## config.mk

```make
export PLATFORM = sky130hd
export DESIGN_NAME = stcag_walk
export DESIGN_NICKNAME = d
export VERILOG_FILES = /design/src/hdl/stcag_pkg.sv /design/src/hdl/stcag_walk.sv
export SDC_FILE = /design/constraint.sdc
export NUM_CORES = 1
export LEC_CHECK = 0
export ABC_CLOCK_PERIOD_IN_PS = 4900
export BUFFER_PORTS_ARGS = -buffer_cell sky130_fd_sc_hd__buf_4
export CORE_AREA = 3 3 346 348
export DETAILED_ROUTE_END_ITERATION = 16
export DIE_AREA = 0 0 349 351
export SETUP_SLACK_MARGIN = 0.3
export SLEW_MARGIN = 5
export SYNTH_ARGS = -nofsm -noshare
export SYNTH_HDL_FRONTEND = slang
export SYNTH_SLANG_ARGS = --single-unit
```

## constraint.sdc

```tcl
create_clock -name clk_i -period 4.9 [get_ports clk_i]
set_input_delay 0.49 -clock clk_i [delete_from_list [all_inputs] [get_ports clk_i]]
set_output_delay 0.49 -clock clk_i [all_outputs]
set_load 0.01 [all_outputs]
```

## src/hdl/stcag_pkg.sv

```systemverilog
// shared constants and types of the strided tensor copy address generator
`timescale 1ns / 1ps
`default_nettype none

package stcag_pkg;

  localparam int RANK_W    = 4;
  localparam int ESIZE_W   = 2;
  localparam int DIM_W     = 3;
  localparam int STRIDE_W  = 32;
  localparam int CFG_IDX_W = 2;

  localparam logic FUNC_DESC = 1'b0;
  localparam logic FUNC_STEP = 1'b1;

  localparam logic [CFG_IDX_W-1:0] CFG_ACTIVE_RANK    = 2'd0;
  localparam logic [CFG_IDX_W-1:0] CFG_ELEM_SIZE_LOG2 = 2'd1;
  localparam logic [CFG_IDX_W-1:0] CFG_SRC_BASE       = 2'd2;
  localparam logic [CFG_IDX_W-1:0] CFG_DST_BASE       = 2'd3;

  typedef struct packed {
    logic             fire;
    logic             func;
    logic [DIM_W-1:0] dim_index;
  } walk_cmd_t;

endpackage

`default_nettype wire

```

## src/hdl/stcag_walk.sv

```systemverilog
// configuration registers, dimension tables and odometer counters
`timescale 1ns / 1ps
`default_nettype none

module stcag_walk #(
  parameter int MAX_RANK    = 8,
  parameter int EXTENT_BITS = 16,
  parameter int ADDR_BITS   = 48
) (
  input  logic                                clk_i,
  input  logic                                rst_ni,
  input  logic                                cfg_we_i,
  input  logic [stcag_pkg::CFG_IDX_W-1:0]     cfg_idx_i,
  input  logic [ADDR_BITS-1:0]                cfg_data_i,
  input  stcag_pkg::walk_cmd_t                cmd_i,
  input  logic [EXTENT_BITS-1:0]              extent_i,
  input  logic [stcag_pkg::STRIDE_W-1:0]      src_stride_i,
  input  logic [stcag_pkg::STRIDE_W-1:0]      dst_stride_i,
  output logic [EXTENT_BITS-1:0]              cnt_o        [MAX_RANK],
  output logic [stcag_pkg::STRIDE_W-1:0]      src_stride_o [MAX_RANK],
  output logic [stcag_pkg::STRIDE_W-1:0]      dst_stride_o [MAX_RANK],
  output logic [MAX_RANK-1:0]                 lane_on_o,
  output logic [stcag_pkg::ESIZE_W-1:0]       elem_size_o,
  output logic [ADDR_BITS-1:0]                src_base_o,
  output logic [ADDR_BITS-1:0]                dst_base_o,
  output logic                                last_o
);

  logic [stcag_pkg::RANK_W-1:0]   rank_q;
  logic [stcag_pkg::ESIZE_W-1:0]  esize_q;
  logic [ADDR_BITS-1:0]           src_base_q;
  logic [ADDR_BITS-1:0]           dst_base_q;
  logic [EXTENT_BITS-1:0]         ext_q  [MAX_RANK];
  logic [stcag_pkg::STRIDE_W-1:0] sstr_q [MAX_RANK];
  logic [stcag_pkg::STRIDE_W-1:0] dstr_q [MAX_RANK];
  logic [EXTENT_BITS-1:0]         cnt_q  [MAX_RANK];
  logic [EXTENT_BITS-1:0]         cnt_d  [MAX_RANK];
  logic [MAX_RANK-1:0]            lane_on;
  logic [MAX_RANK-1:0]            fin;
  logic [MAX_RANK-1:0]            inner_fin;
  logic                           last;

  always_comb begin
    for (int d = 0; d < MAX_RANK; d++) begin
      lane_on[d] = (d == 0) || (int'(rank_q) > d);
      fin[d]     = ({1'b0, cnt_q[d]} + (EXTENT_BITS + 1)'(1)) >= {1'b0, ext_q[d]};
    end
    for (int d = 0; d < MAX_RANK; d++) begin
      inner_fin[d] = 1'b1;
      for (int k = d + 1; k < MAX_RANK; k++) begin
        inner_fin[d] = inner_fin[d] && (!lane_on[k] || fin[k]);
      end
    end
    last = &(~lane_on | fin);
    for (int d = 0; d < MAX_RANK; d++) begin
      cnt_d[d] = cnt_q[d];
      if (last) begin
        cnt_d[d] = '0;
      end else if (lane_on[d] && inner_fin[d]) begin
        cnt_d[d] = fin[d] ? '0 : cnt_q[d] + EXTENT_BITS'(1);
      end
    end
  end

  always_ff @(posedge clk_i or negedge rst_ni) begin
    if (!rst_ni) begin
      rank_q     <= stcag_pkg::RANK_W'(1);
      esize_q    <= stcag_pkg::ESIZE_W'(2);
      src_base_q <= '0;
      dst_base_q <= '0;
      for (int d = 0; d < MAX_RANK; d++) begin
        ext_q[d]  <= EXTENT_BITS'(1);
        sstr_q[d] <= '0;
        dstr_q[d] <= '0;
        cnt_q[d]  <= '0;
      end
    end else begin
      if (cfg_we_i) begin
        unique case (cfg_idx_i)
          stcag_pkg::CFG_ACTIVE_RANK:    rank_q     <= cfg_data_i[stcag_pkg::RANK_W-1:0];
          stcag_pkg::CFG_ELEM_SIZE_LOG2: esize_q    <= cfg_data_i[stcag_pkg::ESIZE_W-1:0];
          stcag_pkg::CFG_SRC_BASE:       src_base_q <= cfg_data_i;
          stcag_pkg::CFG_DST_BASE:       dst_base_q <= cfg_data_i;
          default: ;
        endcase
      end
      if (cmd_i.fire) begin
        if (cmd_i.func == stcag_pkg::FUNC_STEP) begin
          cnt_q <= cnt_d;
        end else begin
          for (int d = 0; d < MAX_RANK; d++) begin
            if (cmd_i.dim_index == stcag_pkg::DIM_W'(d)) begin
              ext_q[d]  <= extent_i;
              sstr_q[d] <= src_stride_i;
              dstr_q[d] <= dst_stride_i;
            end
          end
        end
      end
    end
  end

  assign cnt_o        = cnt_q;
  assign src_stride_o = sstr_q;
  assign dst_stride_o = dstr_q;
  assign lane_on_o    = lane_on;
  assign elem_size_o  = esize_q;
  assign src_base_o   = src_base_q;
  assign dst_base_o   = dst_base_q;
  assign last_o       = last;

endmodule

`default_nettype wire

```

# Word level (Yosys, flattened, before mapping)

Index checks and enable logic that the tools add are counted.
Widths: inputs -> output; s select.

Register bits after elaboration: 870
Logic and storage cells: 176
Input port bits: 138

Add/sub/neg operators: 16
Mux-type cells: 24
Order comparisons: 15
Equal/unequal tests: 10
Reductions and logical operators: 72
Bitwise operators: 3

Operators with widths:

| cell                  | count |
|---|---|
| $mux 16               | 24 |
| $add 16x1->17 const B | 8 |
| $ge 17x16->1          | 8 |
| $add 16x1->16 const B | 8 |
| $reduce_and 3->1      | 16 |
| $logic_and 1x1->1     | 27 |
| $gt 4x3->1 const B    | 4 |
| $reduce_bool 2->1     | 8 |
| $eq 3x3->1 const B    | 4 |
| $gt 4x2->1 const B    | 2 |
| $not 8->8             | 1 |
| $or 8x8->8            | 1 |
| $reduce_and 2->1      | 4 |
| $reduce_and 8->1      | 1 |
| $logic_not 1->1       | 7 |
| $logic_or 1x1->1      | 7 |
| $eq 3x2->1 const B    | 2 |
| $eq 2x2->1 const B    | 2 |
| $gt 4x1->1 const B    | 1 |
| $eq 3x1->1 const B    | 1 |
| $logic_not 3->1       | 1 |
| $eq 2x1->1 const B    | 1 |
| $logic_not 2->1       | 1 |
| $not 1->1             | 1 |

# Logic depth before layout (Yosys ltp)

Word-level depth: 11
Depth in mapped cells: 19
Gate-level depth less buffers: 18

# Worst setup path after synthesis

No wires, ideal clock.

Path kind: flip-flop to flip-flop
Start point: reg cnt_q, in the netlist cnt_o[66]
End point: reg cnt_q, in the netlist cnt_o[11]
Setup slack: 0.855 ns
Data arrival time: 3.917 ns
Clock period less this slack: 4.045 ns
Setup time: 0.128 ns
Cell stages (with the launch flop): 19
Path buffers: 1
Cells stage by stage: dfrtp_1 nand3_1 nor2_1 and3_1 and3_1 nand3_1 nor2_1 xor2_1 ha_1 o21a_1 o21a_1 a32oi_1 nand4_2 o22a_1 nand4_2 inv_2 o21ai_2 buf_2 mux2_1

Word-level cells in the longest chain between the ends: 6
Elaborated cells between the ends (all ways): 7
Those cells by class: add/sub (1); order compare (1); mux (1); bitwise (1); reduce/logical (3)

RTL lines:

| item                               | RTL line         | RTL |
|---|---|---|
| start: declaration                 | stcag_walk.sv:36 | `logic [EXTENT_BITS-1:0] cnt_q [MAX_RANK];` |
| start signal: assignment           | stcag_walk.sv:89 | `cnt_q <= cnt_d;` |
| $add 16x1->17 (*)                  | stcag_walk.sv:46 | `fin[d] = ({1'b0, cnt_q[d]} + (EXTENT_BITS + 1)'(1)) >= {1'b0, ext_q[d]};` |
| $ge 17x16->1 (*)                   | stcag_walk.sv:46 |  |
| $or 8x8->8 (*)                     | stcag_walk.sv:54 | `last = &(~lane_on \| fin);` |
| $reduce_and 8->1 (*)               | stcag_walk.sv:54 |  |
| $reduce_bool 2->1 (no source line) | n/a              |  |
| $reduce_and 3->1 (no source line)  | n/a              |  |

Mark *: on every way between the ends. The rest lies on a longest branch, timed or not.
A chain may end at the register's enable or synchronous reset.

# Worst setup path in the final report

Start point: reg cnt_q, in the netlist cnt_o[84]
End point: out last_o

Word-level cells in the longest chain between the ends: 4

RTL lines:

| item             | RTL line         | RTL |
|---|---|---|
| $add 16x1->17    | stcag_walk.sv:46 |  |
| $ge 17x16->1     | stcag_walk.sv:46 |  |
| $or 8x8->8       | stcag_walk.sv:54 |  |
| $reduce_and 8->1 | stcag_walk.sv:54 |  |
| end: declaration | stcag_walk.sv:26 | `output logic last_o` |

Every way passes these cells.

==> metrics.md <==
| Metric | Value |
|---|---|
| Run status | `finished clean` |
| Asr flop ratio synth | `1.00` |
| Post-Syn Instances | `3005` |
| CTS root buf | `clkbuf_16` |
| Clock Tree Buf Depth | `3` |
| Slew Limit Fails | `0` |
| Period utilization | `0.908` |
| Drt via density | `~5` |
| Pre-Repair DR Iteration Count | `7` |
| Max Clock Skew | `between 0.05 and 0.06 ns` |
| Hold_ws | `between 0.07 and 0.08 ns` |
| R2r setup slk | `0.52 ns` |
| Fmax | `225 MHz` |
| Layout Nets | `~4300` |
| CTS sink cnt | `870` |
| DR DRC count | `0` |
| Starting density of the core | `0.331` |
| Dominant cell by count in the synthesized netlist | `dfrtp_1` |
| Post-synthesis simple-gate area fraction | `0.0745` |
| Syn Nets | `between 3000 and 4000` |
| Worst setup path class | `flip-flop to primary output` |
| EDFF count, synth | `0` |
| Worst r2r src | `cnt_o[64]` |
| CP Launch Type | `flip-flop` |
| Syn. warnings | `0` |
| Max_slew headroom | `0.389` |
| Syn Area/Cell | `12.8 sq um` |
| RR Endpoint | `cnt_o[123]` |
| Power per cell area | `473 nW/um^2` |
| Worst Path Arrival | `between 3 and 4 ns` |
| Register area share after synthesis | `0.565` |
| Synth top cells by count | `dfrtp_1 (860), mux2_2 (694), nand2_1 (188)` |
| FILL cells | `10800` |
| CTS tree | `built` |
| Min-delay src | `cfg_data_i[5]` |
| Setup crit start | `cnt_o[84]` |
| Worst slew pin tran | `0.916 ns` |
| Sw Ratio | `0.320` |
| Initial antenna violation count | `5` |
| Area delta synth->final | `35.4%` |
| Post-DP HPWL | `102000 microns` |
| Max Cap Viol | `0` |
| Worst r2r path cells | `18` |
| Post-Route WL | `141000 microns` |
| Combinational power share | `0.293` |
| Row count | `around 130` |
| Count of cell types in the netlist | `86` |
| Vias in the first global route | `29100` |
| Post-synthesis mux area share | `0.206` |
| Synth Flop Type | `dfrtp_1` |
| Die width | `349 microns` |
| Final setup violation count | `0` |
| Largest cells by area after synthesis | `dfrtp_1 (56%), mux2_2 (20%), ha_1 (4.4%), nand2_1 (1.8%), o21ai_0 (1.6%)` |
| Sequential share of power | `0.393` |
| Share of cells above drive strength 1 | `0.492` |
| Crit path max fanout | `5` |
| Synth top area share | `0.558` |
| Port Buffers | `883` |
| Core ar. | `117000 sq um` |
| Sw power | `approximately 0.0079 W` |
| Synth area leader | `dfrtp_1` |
| Xor-xnor portion of the synthesized cell area | `0.0220` |
| Total grt overflow | `0` |
| Largest net degree at the start of global routing | `122` |
| Total number of vias | `around 28000` |
| Hold Crit Class | `primary input to flip-flop` |
| Crit end category | `primary output` |
| GRT Total Usage | `0.223` |
| Clk pwr share | `0.314` |
| CTS Buf Count | `99` |
| Die Height | `roughly 350 microns` |
| Maximum VDD drop | `0.367 mV` |
| Final Hold Violating Endpoints | `0` |
| Final GP Congestion | `approximately 0.9` |
| Synth Register Bits | `870` |
| CP endpoint | `last_o` |
| Mapped cell area | `38600 sq um` |
| Largest family of logic cells by synthesized area | `multiplexers` |
| Adder-cell share of the synthesized area | `0.0441` |
| Worst endpoint required time | `4.41 ns` |
| Leakage Power | `24.7 nW` |
| Full die area | `about 120000 sq um` |
| Global-route wire length before repair | `203000 microns` |
| Setup TNS | `0 ns` |
| Drt wl/cell | `24.9 microns` |
| Ports | `885` |
| Worst-Skew Late Latency | `0.70 ns` |
| Clock slew at reported path FFs | `around 0.06 ns` |
| Max H-tree Level | `3` |
| Area fraction in compound gates after synthesis | `0.0591` |
| RSZ-0062 raised after global routing | `false` |
| Int Pwr | `0.0168 W` |
| Min Clock Period, post-route | `4.45 ns` |
| Final antenna-violating net count | `0` |
| Starting DRT DRC Count | `1620` |
-- placed cells by master, fill, tap and decap left out, types with 12 or more instances in the layout --
master,netlist,final
nand2b_1,20,20
o21ai_1,31,32
clkbuf_16,0,99
nor2_1,50,35
nor3b_1,19,17
nand3_1,107,93
a22o_1,19,19
a21oi_1,41,41
and3_4,0,12
clkbuf_1,94,17
nor3_1,15,13
o21ai_0,125,123
nand2_1,188,187
a21o_1,12,12
clkbuf_8,0,29
and3_1,35,21
dfrtp_2,0,27
dlygate4sd3_1,0,42
inv_1,166,166
xor2_1,32,27
xnor2_1,65,61
buf_4,2,997
ha_1,136,126
nand3_2,1,12
mux2_2,694,694
dfrtp_1,860,833
nand4_1,45,45
clkinv_2,0,20
-- worst min-delay path by stage --
stage	end	slack (ns)	cells after the start
2_1_floorplan	cnt_o[0]	0.19	0
3_3_place_gp	ext_q[108]	0.49	1
3_5_place_dp	ext_q[81]	0.49	1
4_1_cts	dst_base_o[5]	0.0009	2
5_1_grt	dst_stride_o[54]	0.04	2
6_report	dst_base_o[5]	0.07	2
-- state kept, by name (all words and copies together), names as in the netlist --
name / flops
dst_base_o: 48
src_stride_o: 256
cnt_o: 128
rank_q: 4
elem_size_o: 2
ext_q: 128
dst_stride_o: 256
src_base_o: 48
-- critical path: stages (launching register included) --
cell and delay, ns:
dfrtp_1 0.41, and3_4 0.22, and3_4 0.21, nand3_4 0.09
nor2_4 0.11, and3_4 0.22, nand3_2 0.10, xor2_2 0.18
inv_1 0.09, ha_4 0.27, nand4_1 0.10, o41ai_2 0.34
nand2_1 0.14, o41ai_4 0.09, o22a_2 0.26, nand4_4 0.10
inv_4 0.12, buf_12 0.11, buf_4 0.11
-- cell type report --
cell class | count | area [sq um] | area share
Clock inverter | 41 | 534 | 0.0102
Sequential cell | 870 | 21800 | 0.418
Timing Repair Buffer | 1051 | 8150 | 0.156
Tap cell | 1524 | 1910 | 0.0365
Clock buffer | 145 | 2940 | 0.0563
Antenna cell | 4 | 10.0 | 0.000192
Multi-Input combinational cell | 1840 | 16200 | 0.311
Inverter | 167 | 629 | 0.0120
-- layer usage --
layer	vias up	part of all wire	global-route usage
met5	-	0	0
met4	0	0.038	0.0788
met3	208	0.070	0.0614
met2	856	0.49	0.378
met1	14700	0.40	0.272
li1	12700	-	-
-- logic make-up after synthesis --
kind of cell	after synthesis
buffers and inverters	295
flip-flops	870
XOR/XNOR	97
AND/OR/NAND/NOR	554
AO/OA/AOI/OAI	347
other	1
multiplexers	705
adder cells (fa/ha/maj)	136
-- what timing repair did --
item	4_1_cts	5_1_grt
endpoints found under the setup margin	31	31
pin swaps	12	31
cloned	1	0
hold endpoints to repair	138	0
buffers inserted	32	35
resized for setup	58	82
hold buffers	42	0
-- power by group through the flow --
stage	clock network, W	registers [W]	logic [W]
after floorplan	0	0.0102	0.00254
after global placement	0	0.00974	0.00693
after detailed placement	0	0.00980	0.00697
after CTS	0.00795	0.00970	0.00715
after global routing	0.00824	0.00991	0.00776
final	0.00777	0.00972	0.00724
-- stage by stage --
step / area (sq um) / total power, W / setup WS (ns) / util / std cells
floorplan: 38600 / 0.0128 / 0.855 / - / 3005
global placement: 47200 / 0.0167 / 0.294 / 0.405 / 5342
detailed placement: 47200 / 0.0168 / 0.146 / 0.405 / 5342
CTS: 51600 / 0.0248 / 0.300 / 0.443 / 5603
global route: 52200 / 0.0259 / 0.274 / 0.448 / 5639
finish: 52200 / 0.0247 / 0.453 / 0.448 / 5642
No activity file was read; power rests on OpenSTA's default activity.
